**src/rtl/ptw_pkg.sv**
```systemverilog
package ptw_pkg;

  localparam int unsigned VA_W       = 48;
  localparam int unsigned PA_W       = 52;
  localparam int unsigned ENTRY_W    = 64;
  localparam int unsigned LIMIT_W    = 49;
  localparam int unsigned PAGE_SHIFT = 12;
  localparam int unsigned INDEX_BITS = 9;
  localparam int unsigned ENTRY_SHIFT = 3;
  localparam int unsigned FRAME_W    = PA_W - PAGE_SHIFT;
  localparam int unsigned CFG_IDX_W  = 2;
  localparam int unsigned CFG_DATA_W = 64;

  localparam int unsigned BIT_PRESENT = 0;
  localparam int unsigned BIT_USER    = 2;

  localparam logic [PA_W-1:0]    ROOT_BASE_RST = '0;
  localparam logic [LIMIT_W-1:0] VA_LIMIT_RST  = LIMIT_W'(1) << 47;

  typedef enum logic {
    CMD_TRANSLATE = 1'b0,
    CMD_RESPONSE  = 1'b1
  } cmd_e;

  typedef enum logic {
    KIND_READ = 1'b0,
    KIND_DONE = 1'b1
  } kind_e;

  typedef enum logic [1:0] {
    ST_OK          = 2'd0,
    ST_NOT_PRESENT = 2'd1,
    ST_NOT_USER    = 2'd2,
    ST_RANGE       = 2'd3
  } status_e;

  typedef enum logic [CFG_IDX_W-1:0] {
    REG_ROOT_BASE = 2'd0,
    REG_VA_LIMIT  = 2'd1
  } reg_idx_e;

  typedef struct packed {
    cmd_e               command;
    logic [VA_W-1:0]    virt_addr;
    logic [ENTRY_W-1:0] mem_data;
  } cmd_t;

  typedef struct packed {
    kind_e           kind;
    logic [PA_W-1:0] read_addr;
    logic [PA_W-1:0] phys_frame;
    status_e         status;
  } res_t;

  typedef struct packed {
    logic [FRAME_W-1:0] root_frame;
    logic [LIMIT_W-1:0] va_limit;
  } cfg_t;

endpackage

```
**src/rtl/ptw_if.sv**
```systemverilog
interface ptw_cmd_if import ptw_pkg::*; ();
  logic               valid;
  logic               ready;
  cmd_e               command;
  logic [VA_W-1:0]    virt_addr;
  logic [ENTRY_W-1:0] mem_data;

  modport source (output valid, command, virt_addr, mem_data, input ready);
  modport sink   (input valid, command, virt_addr, mem_data, output ready);
endinterface

interface ptw_res_if import ptw_pkg::*; ();
  logic            valid;
  logic            ready;
  kind_e           kind;
  logic [PA_W-1:0] read_addr;
  logic [PA_W-1:0] phys_frame;
  status_e         status;

  modport source (output valid, kind, read_addr, phys_frame, status, input ready);
  modport sink   (input valid, kind, read_addr, phys_frame, status, output ready);
endinterface

interface ptw_cfg_if import ptw_pkg::*; ();
  logic                  valid;
  logic                  ready;
  logic [CFG_IDX_W-1:0]  index;
  logic [CFG_DATA_W-1:0] data;

  modport source (output valid, index, data, input ready);
  modport sink   (input valid, index, data, output ready);
endinterface

```
**src/rtl/ptw_cfg.sv**
```systemverilog
module ptw_cfg import ptw_pkg::*; (
  input  logic         clk_i,
  input  logic         rst_ni,
  ptw_cfg_if.sink      cfg_i,
  output cfg_t         cfg_o
);

  logic [FRAME_W-1:0] root_frame_q;
  logic [LIMIT_W-1:0] va_limit_q;

  assign cfg_i.ready = 1'b1;

  always_ff @(posedge clk_i or negedge rst_ni) begin
    if (!rst_ni) begin
      root_frame_q <= ROOT_BASE_RST[PA_W-1:PAGE_SHIFT];
      va_limit_q   <= VA_LIMIT_RST;
    end else if (cfg_i.valid) begin
      unique case (cfg_i.index)
        REG_ROOT_BASE: root_frame_q <= cfg_i.data[PA_W-1:PAGE_SHIFT];
        REG_VA_LIMIT:  va_limit_q   <= cfg_i.data[LIMIT_W-1:0];
        default: ;
      endcase
    end
  end

  assign cfg_o.root_frame = root_frame_q;
  assign cfg_o.va_limit   = va_limit_q;

endmodule

```
**src/rtl/ptw_core.sv**
```systemverilog
module ptw_core import ptw_pkg::*; #(
  parameter int unsigned LEVELS = 4
) (
  input  logic    clk_i,
  input  logic    rst_ni,
  ptw_cmd_if.sink cmd_i,
  input  cfg_t    cfg_i,
  input  logic    res_ready_i,
  output logic    res_valid_o,
  output res_t    res_o
);

  localparam int unsigned LVL_W  = $clog2(LEVELS + 1);
  localparam int unsigned SPAN_W = PAGE_SHIFT + INDEX_BITS * LEVELS;
  localparam int unsigned VAX_W  = (SPAN_W > VA_W) ? SPAN_W : VA_W;

  logic             in_vld_q;
  cmd_t             in_q;
  logic             fire;
  logic             busy_q, busy_d;
  logic [LVL_W-1:0] lvl_q, lvl_d;
  logic [VA_W-1:0]  va_q, va_d;

  logic [LVL_W-1:0]      walk_lvl;
  logic [VAX_W-1:0]      va_ext;
  logic [INDEX_BITS-1:0] idx;
  logic [FRAME_W-1:0]    base_frame;
  logic [PA_W-1:0]       entry_addr;

  assign fire        = in_vld_q && res_ready_i;
  assign cmd_i.ready = !in_vld_q || res_ready_i;

  always_ff @(posedge clk_i or negedge rst_ni) begin
    if (!rst_ni) begin
      in_vld_q <= 1'b0;
    end else if (cmd_i.ready) begin
      in_vld_q <= cmd_i.valid;
    end
  end

  always_ff @(posedge clk_i) begin
    if (cmd_i.ready && cmd_i.valid) begin
      in_q.command   <= cmd_i.command;
      in_q.virt_addr <= cmd_i.virt_addr;
      in_q.mem_data  <= cmd_i.mem_data;
    end
  end

  always_ff @(posedge clk_i or negedge rst_ni) begin
    if (!rst_ni) begin
      busy_q <= 1'b0;
      lvl_q  <= '0;
      va_q   <= '0;
    end else if (fire) begin
      busy_q <= busy_d;
      lvl_q  <= lvl_d;
      va_q   <= va_d;
    end
  end

  // level and address whose slice indexes the next entry
  always_comb begin
    if (in_q.command == CMD_TRANSLATE) begin
      walk_lvl   = LVL_W'(LEVELS);
      va_ext     = VAX_W'(in_q.virt_addr);
      base_frame = cfg_i.root_frame;
    end else begin
      walk_lvl   = lvl_q - LVL_W'(1);
      va_ext     = VAX_W'(va_q);
      base_frame = in_q.mem_data[PA_W-1:PAGE_SHIFT];
    end
    idx = '0;
    for (int unsigned l = 1; l <= LEVELS; l++) begin
      if (walk_lvl == LVL_W'(l)) begin
        idx = va_ext[PAGE_SHIFT + INDEX_BITS * (l - 1) +: INDEX_BITS];
      end
    end
    entry_addr = {base_frame, idx, {ENTRY_SHIFT{1'b0}}};
  end

  always_comb begin
    busy_d      = busy_q;
    lvl_d       = lvl_q;
    va_d        = va_q;
    res_valid_o = 1'b0;
    res_o       = '{kind: KIND_READ, read_addr: '0, phys_frame: '0, status: ST_OK};
    unique case (in_q.command)
      CMD_TRANSLATE: begin
        if (!busy_q) begin
          res_valid_o = 1'b1;
          if ({1'b0, in_q.virt_addr} >= cfg_i.va_limit) begin
            res_o.kind   = KIND_DONE;
            res_o.status = ST_RANGE;
          end else begin
            busy_d          = 1'b1;
            lvl_d           = LVL_W'(LEVELS);
            va_d            = in_q.virt_addr;
            res_o.read_addr = entry_addr;
          end
        end
      end
      CMD_RESPONSE: begin
        if (busy_q) begin
          res_valid_o = 1'b1;
          if (!in_q.mem_data[BIT_PRESENT]) begin
            busy_d       = 1'b0;
            lvl_d        = '0;
            res_o.kind   = KIND_DONE;
            res_o.status = ST_NOT_PRESENT;
          end else if (lvl_q > LVL_W'(1)) begin
            lvl_d           = walk_lvl;
            res_o.read_addr = entry_addr;
          end else begin
            busy_d     = 1'b0;
            lvl_d      = '0;
            res_o.kind = KIND_DONE;
            if (!in_q.mem_data[BIT_USER]) begin
              res_o.status = ST_NOT_USER;
            end else begin
              res_o.phys_frame = {in_q.mem_data[PA_W-1:PAGE_SHIFT], {PAGE_SHIFT{1'b0}}};
            end
          end
        end
      end
      default: ;
    endcase
    res_valid_o = res_valid_o && in_vld_q;
  end

endmodule

```
**src/rtl/ptw_out.sv**
```systemverilog
module ptw_out import ptw_pkg::*; (
  input  logic      clk_i,
  input  logic      rst_ni,
  input  logic      valid_i,
  input  res_t      res_i,
  output logic      ready_o,
  ptw_res_if.source res_o
);

  logic vld_q;
  res_t res_q;

  assign ready_o = !vld_q || res_o.ready;

  always_ff @(posedge clk_i or negedge rst_ni) begin
    if (!rst_ni) begin
      vld_q <= 1'b0;
    end else if (ready_o) begin
      vld_q <= valid_i;
    end
  end

  always_ff @(posedge clk_i) begin
    if (ready_o && valid_i) begin
      res_q <= res_i;
    end
  end

  assign res_o.valid      = vld_q;
  assign res_o.kind       = res_q.kind;
  assign res_o.read_addr  = res_q.read_addr;
  assign res_o.phys_frame = res_q.phys_frame;
  assign res_o.status     = res_q.status;

endmodule

```
**src/rtl/four_level_page_table_walker.sv**
```systemverilog
// Page-table walker. Translate and read-response items enter on cmd_i; each
// produces at most one item on res_o: a read request for the next table entry
// or a finished translation with its status. One item is taken per cycle
// while the sink keeps taking results; an item is held in the input register
// once accepted, and its result is loaded from there into the result register,
// which drives res_o. cmd_i.ready drops only while the result register holds
// an item the sink has not taken. Items that arrive at the wrong moment
// (translate while walking, response while idle) are dropped without a
// result. Configuration writes on cfg_i are always ready and must be made
// while no walk is in flight.
module four_level_page_table_walker import ptw_pkg::*; #(
  parameter int unsigned LEVELS = 4
) (
  input  logic      clk_i,
  input  logic      rst_ni,
  ptw_cfg_if.sink   cfg_i,
  ptw_cmd_if.sink   cmd_i,
  ptw_res_if.source res_o
);

  cfg_t cfg;
  logic core_valid;
  res_t core_res;
  logic out_ready;

  ptw_cfg u_cfg (
    .clk_i  (clk_i),
    .rst_ni (rst_ni),
    .cfg_i  (cfg_i),
    .cfg_o  (cfg)
  );

  ptw_core #(
    .LEVELS (LEVELS)
  ) u_core (
    .clk_i       (clk_i),
    .rst_ni      (rst_ni),
    .cmd_i       (cmd_i),
    .cfg_i       (cfg),
    .res_ready_i (out_ready),
    .res_valid_o (core_valid),
    .res_o       (core_res)
  );

  ptw_out u_out (
    .clk_i   (clk_i),
    .rst_ni  (rst_ni),
    .valid_i (core_valid),
    .res_i   (core_res),
    .ready_o (out_ready),
    .res_o   (res_o)
  );

endmodule
```
**src/flat_wrapper.sv**
```systemverilog
// flat-port wrapper written by rule: the top's interface ports become plain ports
module four_level_page_table_walker_flat import ptw_pkg::*;
#(
  parameter int unsigned LEVELS = 4
)
  (clk_i, rst_ni, cfg_i_valid, cfg_i_index, cfg_i_data, cfg_i_ready, cmd_i_valid, cmd_i_command, cmd_i_virt_addr, cmd_i_mem_data, cmd_i_ready, res_o_valid, res_o_kind, res_o_read_addr, res_o_phys_frame, res_o_status, res_o_ready);
  ptw_cfg_if cfg_i_i ();
  ptw_cmd_if cmd_i_i ();
  ptw_res_if res_o_i ();
  input  logic clk_i;
  input  logic rst_ni;
  input wire logic [$bits(cfg_i_i.valid)-1:0] cfg_i_valid;
  input wire logic [$bits(cfg_i_i.index)-1:0] cfg_i_index;
  input wire logic [$bits(cfg_i_i.data)-1:0] cfg_i_data;
  output wire logic [$bits(cfg_i_i.ready)-1:0] cfg_i_ready;
  input wire logic [$bits(cmd_i_i.valid)-1:0] cmd_i_valid;
  input wire logic [$bits(cmd_i_i.command)-1:0] cmd_i_command;
  input wire logic [$bits(cmd_i_i.virt_addr)-1:0] cmd_i_virt_addr;
  input wire logic [$bits(cmd_i_i.mem_data)-1:0] cmd_i_mem_data;
  output wire logic [$bits(cmd_i_i.ready)-1:0] cmd_i_ready;
  output wire logic [$bits(res_o_i.valid)-1:0] res_o_valid;
  output wire logic [$bits(res_o_i.kind)-1:0] res_o_kind;
  output wire logic [$bits(res_o_i.read_addr)-1:0] res_o_read_addr;
  output wire logic [$bits(res_o_i.phys_frame)-1:0] res_o_phys_frame;
  output wire logic [$bits(res_o_i.status)-1:0] res_o_status;
  input wire logic [$bits(res_o_i.ready)-1:0] res_o_ready;
  assign cfg_i_i.valid = cfg_i_valid;
  assign cfg_i_i.index = cfg_i_index;
  assign cfg_i_i.data = cfg_i_data;
  assign cfg_i_ready = cfg_i_i.ready;
  assign cmd_i_i.valid = cmd_i_valid;
  assign cmd_i_i.command = cmd_i_command;
  assign cmd_i_i.virt_addr = cmd_i_virt_addr;
  assign cmd_i_i.mem_data = cmd_i_mem_data;
  assign cmd_i_ready = cmd_i_i.ready;
  assign res_o_valid = res_o_i.valid;
  assign res_o_kind = res_o_i.kind;
  assign res_o_read_addr = res_o_i.read_addr;
  assign res_o_phys_frame = res_o_i.phys_frame;
  assign res_o_status = res_o_i.status;
  assign res_o_i.ready = res_o_ready;
  four_level_page_table_walker #(.LEVELS(LEVELS)) u_core (.clk_i(clk_i), .rst_ni(rst_ni), .cfg_i(cfg_i_i), .cmd_i(cmd_i_i), .res_o(res_o_i));
endmodule
```
**config.mk**
```make
export PLATFORM = sky130hd
export DESIGN_NAME = four_level_page_table_walker_flat
export DESIGN_NICKNAME = d
export VERILOG_FILES = /design/src/rtl/ptw_pkg.sv /design/src/rtl/ptw_if.sv /design/src/rtl/ptw_cfg.sv /design/src/rtl/ptw_core.sv /design/src/rtl/ptw_out.sv /design/src/rtl/four_level_page_table_walker.sv /design/src/flat_wrapper.sv
export SDC_FILE = /design/constraint.sdc
export NUM_CORES = 1
export LEC_CHECK = 0
export BUFFER_PORTS_ARGS = -buffer_cell sky130_fd_sc_hd__buf_2
export CAP_MARGIN = 30
export CORE_MARGIN = 2
export CORE_UTILIZATION = 23
export CTS_CLUSTER_DIAMETER = 150
export DETAILED_ROUTE_END_ITERATION = 6
export GPL_TIMING_DRIVEN = 1
export PLACE_DENSITY = 0.44
export SYNTH_ARGS = -nofsm -noshare
export SYNTH_HDL_FRONTEND = slang
export SYNTH_SLANG_ARGS = --single-unit
```
**constraint.sdc**
```tcl
create_clock -name clk_i -period 3.94 [get_ports clk_i]
set_input_delay 0.197 -clock clk_i [delete_from_list [all_inputs] [get_ports clk_i]]
set_output_delay 0.197 -clock clk_i [all_outputs]
set_load 0.005 [all_outputs]
```
# ---- Yosys cells after proc, flatten, opt, wreduce, memory -nomap -nowiden
# Cells that the tools add are included.
dict set report word_totals {
  ff_bits 351
  in_bits 184
  elab_cells 84
}
dict set report op_classes {
  addsub 1
  n_lt_le_gt_ge 2
  n_eq_ne 8
  n_mux 38
  bitwise_logic 5
  n_reduce_logical 15
}
# operator count
set op_table {}
lappend op_table {{52-bit 2-to-1 mux} 3}
lappend op_table {{107-bit 2-to-1 mux} 1}
lappend op_table {{53-bit case mux with 2 select lines} 1}
lappend op_table {{104-bit 2-to-1 mux} 1}
lappend op_table {{54-bit 2-to-1 mux} 1}
lappend op_table {{53-bit 2-to-1 mux} 1}
lappend op_table {{48-bit by 49-bit >= comparator with 1-bit output} 1}
lappend op_table {{48-bit 2-to-1 mux} 1}
lappend op_table {{40-bit 2-to-1 mux} 1}
lappend op_table {{9-bit 2-to-1 mux} 4}
lappend op_table {{3-bit 2-to-1 mux} 6}
lappend op_table {{1-bit 2-to-1 mux} 10}
lappend op_table {{2-bit 2-to-1 mux} 4}
lappend op_table {{4-bit AND reduction} 2}
lappend op_table {{3-bit by 2-bit equality test with 1-bit output (second input constant)} 2}
lappend op_table {{3-bit case mux with 2 select lines} 1}
lappend op_table {{1-bit inverter} 5}
lappend op_table {{5-bit OR reduction} 1}
lappend op_table {{1-bit logical AND} 4}
lappend op_table {{2-bit inequality test (second input constant)} 2}
lappend op_table {{1-bit case mux with 2 select lines} 2}
lappend op_table {{2-bit case mux with 2 select lines} 1}
lappend op_table {{2-bit AND reduction} 2}
lappend op_table {{4-bit OR reduction} 1}
lappend op_table {{9 further kinds} 11}

# ---- Longest topological paths before layout
dict set report depth {
  word_depth 11
  depth_mapped 10
  ltp_nobuf 8
}

# ---- By module
# From an unflattened synthesis, not the netlist that was laid out.
dict set report hier_totals {
  hier_cells 921
  area_unflattened_um2 13918.3
}
# module n_inst cells_each area_per_inst_um2 seq_area_each_um2
set by_module_without_submodules {}
lappend by_module_without_submodules {ptw_core 1 619 7250.7 3758.6}
lappend by_module_without_submodules {ptw_cfg 1 191 3400.8 2228.4}
lappend by_module_without_submodules {ptw_out 1 111 3266.9 3238.1}

# ---- Least setup slack after synthesis
# OpenSTA, ideal clock, no wires.
dict set report synth_path {
  kind {register to register}
  startpoint {register u_core.u_core.in_q[112] (netlist bit)}
  endpoint {register u_core.u_out.res_q, in the netlist u_core.u_out.res_o.kind (enable)}
  setup_time_ns 0.462
  arrival_ns 3.145
  required_time_ns 3.478
  setup_slack_ns 0.333
  path_stages_with_launch 5
  synth_period_minus_slack_ns 3.607
  cell_sequence {edfxtp_1 > clkbuf_1 > inv_1 > ha_1 > and3_1}
}
dict set report synth_between {
  elab_chain_cells 4
}
# element line_no
set synth_rtl {}
lappend synth_rtl {{start, declared} ptw_core.sv:18} ;# cmd_t in_q;
lappend synth_rtl {{1-bit inverter (no line)} n/a}
lappend synth_rtl {{1-bit case mux with 2 select lines *} ptw_core.sv:87} ;# unique case (in_q.command)
lappend synth_rtl {{1-bit logical AND *} ptw_core.sv:127} ;# res_valid_o = res_valid_o && in_vld_q;
lappend synth_rtl {{1-bit logical AND *} ptw_out.sv:24} ;# if (ready_o && valid_i) begin
lappend synth_rtl {{end signal, assigned} ptw_out.sv:25} ;# res_q <= res_i;
lappend synth_rtl {{end, declared} ptw_out.sv:11} ;# res_t res_q;
# Every way passes the cells marked *; elsewhere a longest branch is shown, timed or not.
# A chain may end at the register's enable or synchronous reset.

==> qor.txt <==
Global Route Usage Sum -> 12.0%
TritonCTS Buffers -> 39
area leader, netlist -> sky130_fd_sc_hd__edfxtp_1
fraction of registers with async set/reset -> 41.7%
clock insertion delay at the later pin of the skew report -> 0.55 ns
largest net degree at the start of global routing -> 70
commonest non-fill, non-tap cells in the layout -> sky130_fd_sc_hd__buf_2, sky130_fd_sc_hd__edfxtp_1, sky130_fd_sc_hd__dlygate4sd3_1
cell-by-cell listing of the critical path -> inv_1 > ha_1 > nand4b_4 > or4_4 > or4_1 > o22ai_2 > nor4_2 > buf_4 > a22o_1
syn_area_per_cell -> 15.3 um^2
clock root buffer -> sky130_fd_sc_hd__clkbuf_16
H-tree depth -> 2
post-cts resize count -> 0
length of the first detailed-routing pass in iterations -> 4
arrival time worst endpoint -> 3.62 ns
Crit-path slowest cell -> sky130_fd_sc_hd__or4_4
std cell rows -> 87
fraction of the cycle the final worst path needs -> 84.3%
number of port buffers -> 243
Pwr per Cell Area -> 612 nW/um^2
number of maximum-capacitance violations -> 0
primary flip-flop cell chosen by synthesis mapping -> sky130_fd_sc_hd__edfxtp_1
final-report max-slew violation count -> 0
clock slew seen by the registers of the worst setup and hold paths -> 0.06 ns
Cell variety after synth -> 55
actual transition at the worst max-transition pin -> 0.886 ns
synth-to-layout area growth -> 37.8%
die footprint -> 59300 um^2
first-pass GRT wire length -> 53900 um
number of antenna violations at the first check in global routing -> 3
final setup violation count -> 0
number of flip-flops and latches in the synthesized netlist -> 314
proportion of netlist area held by the largest area contributor -> 41.7%
final design utilization -> 32.1%
Post-DRT Antenna Nets -> 0
via count of the first global-routing pass -> 8783
total detailed-routing wirelength -> 35800 um
Fmax -> 301 MHz
post-route minimum period -> 3.32 ns
slew margin rel. -> 40.9%
post-route DRC violation count -> 0
number of buffers on the longest clock path -> 3
critical-path maximum fanout -> 22
required time of the worst setup path -> 4.24 ns
post-synthesis cell area -> 13200 um^2
Final Hold Fails -> 0
CTS tree -> built
LEAKAGE -> 0.00760 uW
number of synthesis warnings -> 0
last weighted congestion value of the routability-driven placer -> 0.734
post-detailed-placement half-perimeter wirelength -> 24600 um
clk sinks -> 314
Post-Syn Instances -> 861
final cell count without fillers -> 2062
sequential-to-total area share from yosys stat -> 66.5%
clock power share -> 33.5%
sum of negative setup slack -> 0 ns
buffer count from post-CTS setup fixing -> 0
per-cell via count in the routed design -> 4.05
share of layout cells above drive strength 1 -> 35.5%
DIE HEIGHT -> 244 um
IO Count -> 294
Peak supply drop -> 0.304 mV
Int Power -> 7920 uW
kind of start point of the critical path -> flip-flop
outcome -> finished clean
largest stage delay on the critical path -> 0.59 ns
starting density of the core -> 23.3%
net count reported at finish -> 1510
total congestion overflow after global routing -> 0
skew final -> 0.0113 ns
Worst Hold Class -> primary input to flip-flop
Logic pwr share -> 23.4%
detailed router's first-iteration violation count -> 353
die extent in x -> 244 um
placed instance count -> 1843
Switch Pwr -> 3190 uW
average wire length per cell after detail routing -> 17.4 um
proportion of power drawn by flip-flops and latches -> 43.1%
number of synthesized flops with an enable pin -> 183
kind of critical path -> flip-flop to flip-flop
setup repair after global routing missed its margin -> no
largest cells by area after synthesis -> sky130_fd_sc_hd__edfxtp_1, sky130_fd_sc_hd__dfrtp_1, sky130_fd_sc_hd__mux2_2
most frequent standard cell in the layout excluding fill and tap cells -> sky130_fd_sc_hd__buf_2
switching portion of total power -> 28.7%
critical path capture point type -> flip-flop
core area -> 56600 um^2
count of vias placed by the detailed router -> 8341
[final timing paths]
| path | startpoint | end | slack, ns | cells past startpoint |
|---|---|---|---|---|
| worst max register to register | u_core.u_cfg.va_limit_q[47]$_DFFE_PN1P_ | u_core.u_out.res_o.read_addr[29]$_DFFE_PP_ | 0.62 | 9 |
| max in group asynchronous | rst_ni | u_core.u_core.va_q[46]$_DFFE_PN0P_ | 2.68 | 3 |
| worst max-delay path | u_core.u_cfg.va_limit_q[47]$_DFFE_PN1P_ | u_core.u_out.res_o.read_addr[29]$_DFFE_PP_ | 0.62 | 9 |
| worst min-delay path | res_o_ready | u_core.u_out.res_o.valid$_DFFE_PN0P_ | 0.05 | 3 |
| worst min register to register | u_core.u_cfg.va_limit_q[5]$_DFFE_PN0P_ | u_core.u_cfg.va_limit_q[5]$_DFFE_PN0P_ | 0.50 | 1 |
| min in group asynchronous | rst_ni | u_core.u_cfg.root_frame_q[12]$_DFFE_PN0P_ | 0.25 | 2 |
[registers in the layout (all words and copies together) (netlist names)]
name / cells
u_core.u_cfg.root_frame_q: 40
u_core.u_cfg.va_limit_q: 49
u_core.u_core.busy_q: 1
u_core.u_core.in_q: 91
u_core.u_core.in_vld_q: 1
u_core.u_core.lvl_q: 3
u_core.u_core.va_q: 36
u_core.u_out.res_o.kind: 1
u_core.u_out.res_o.phys_frame: 40
u_core.u_out.res_o.read_addr: 49
u_core.u_out.res_o.status: 2
u_core.u_out.res_o.valid: 1
[logic make-up (layout without fill, tap and decap cells)]
group	count (synthesis)	count (layout)	synth area share, %
adder cells (fa/ha/maj)	52	52	4.93
XOR/XNOR	2	2	0.133
buffers and inverters	103	532	3.68
flip-flops	314	314	66.5
AND/OR/NAND/NOR	139	139	6.15
multiplexers	134	134	12.2
AO/OA/AOI/OAI	115	115	6.34
other	2	18	0.0569
[critical path, delay by kind of cell (launching register included)]
kind | cells | cell delay [ns]
buf+inv | 2 | 0.31
fa+ha+maj | 1 | 0.32
flops | 1 | 0.53
compound gates | 2 | 0.48
simple gates | 4 | 1.40
[through the flow]
stage	area (um^2)	power, uW	setup slack (ns)	hold slack (ns)
after detailed placement	15400	7390	0.596	0.308
after global placement	15400	7350	0.655	0.304
after global routing	18200	11800	0.508	0.0371
after CTS	18200	11300	0.601	0.00100
final	18200	11100	0.619	0.0464
after floorplan	13200	6360	0.333	-0.0986
[per-layer routing]
metal	vias up	share of wire (%)	global-route usage (%)
met1	4062	46	16.0
met3	52	5.6	3.08
met5	-	0.039	0
met2	222	46	19.1
met4	4	2.2	3.84
li1	4001	-	-
[synth_stat cells (9+ instances only)]
master,n
sky130_fd_sc_hd__edfxtp_1,183
sky130_fd_sc_hd__dfrtp_1,130
sky130_fd_sc_hd__mux2_2,95
sky130_fd_sc_hd__inv_1,54
sky130_fd_sc_hd__ha_1,52
sky130_fd_sc_hd__and2_1,41
sky130_fd_sc_hd__a22o_1,40
sky130_fd_sc_hd__mux2_4,30
sky130_fd_sc_hd__a21oi_1,27
sky130_fd_sc_hd__nand2_1,25
sky130_fd_sc_hd__clkbuf_1,22
sky130_fd_sc_hd__o21ai_0,19
sky130_fd_sc_hd__buf_4,16
sky130_fd_sc_hd__nand3_1,14
sky130_fd_sc_hd__nand4_1,12
sky130_fd_sc_hd__nor3_1,11
sky130_fd_sc_hd__mux2i_1,9
sky130_fd_sc_hd__nor2_1,9
sky130_fd_sc_hd__o2bb2ai_1,9
[cell type report]
class                           count  area (um^2)
Multi-Input combinational cell    458         4020
Sequential cell                   314         8770
Antenna cell                        2         5.00
Fill cell                        5667        38400
Clock buffer                       57         1180
Tap cell                          756          946
Clock inverter                     14          158
Inverter                           54          203
Timing Repair Buffer              407         2890
[timing repair]
item | CTS | global route
hold buffers | 146 | 0
endpoints found under the hold margin | 247 | 0
setup endpoints to repair | 0 | 0
[power by group through the flow]
stage          clock (uW)  combinational [uW]  sequential [uW]
2_1_floorplan           0                1610             4750
5_1_grt              3990                2910             4880
4_1_cts              3870                2660             4800
3_5_place_dp            0                2530             4860
3_3_place_gp            0                2500             4850
6_report             3720                2600             4790
Power figures use the tool's default switching activity.
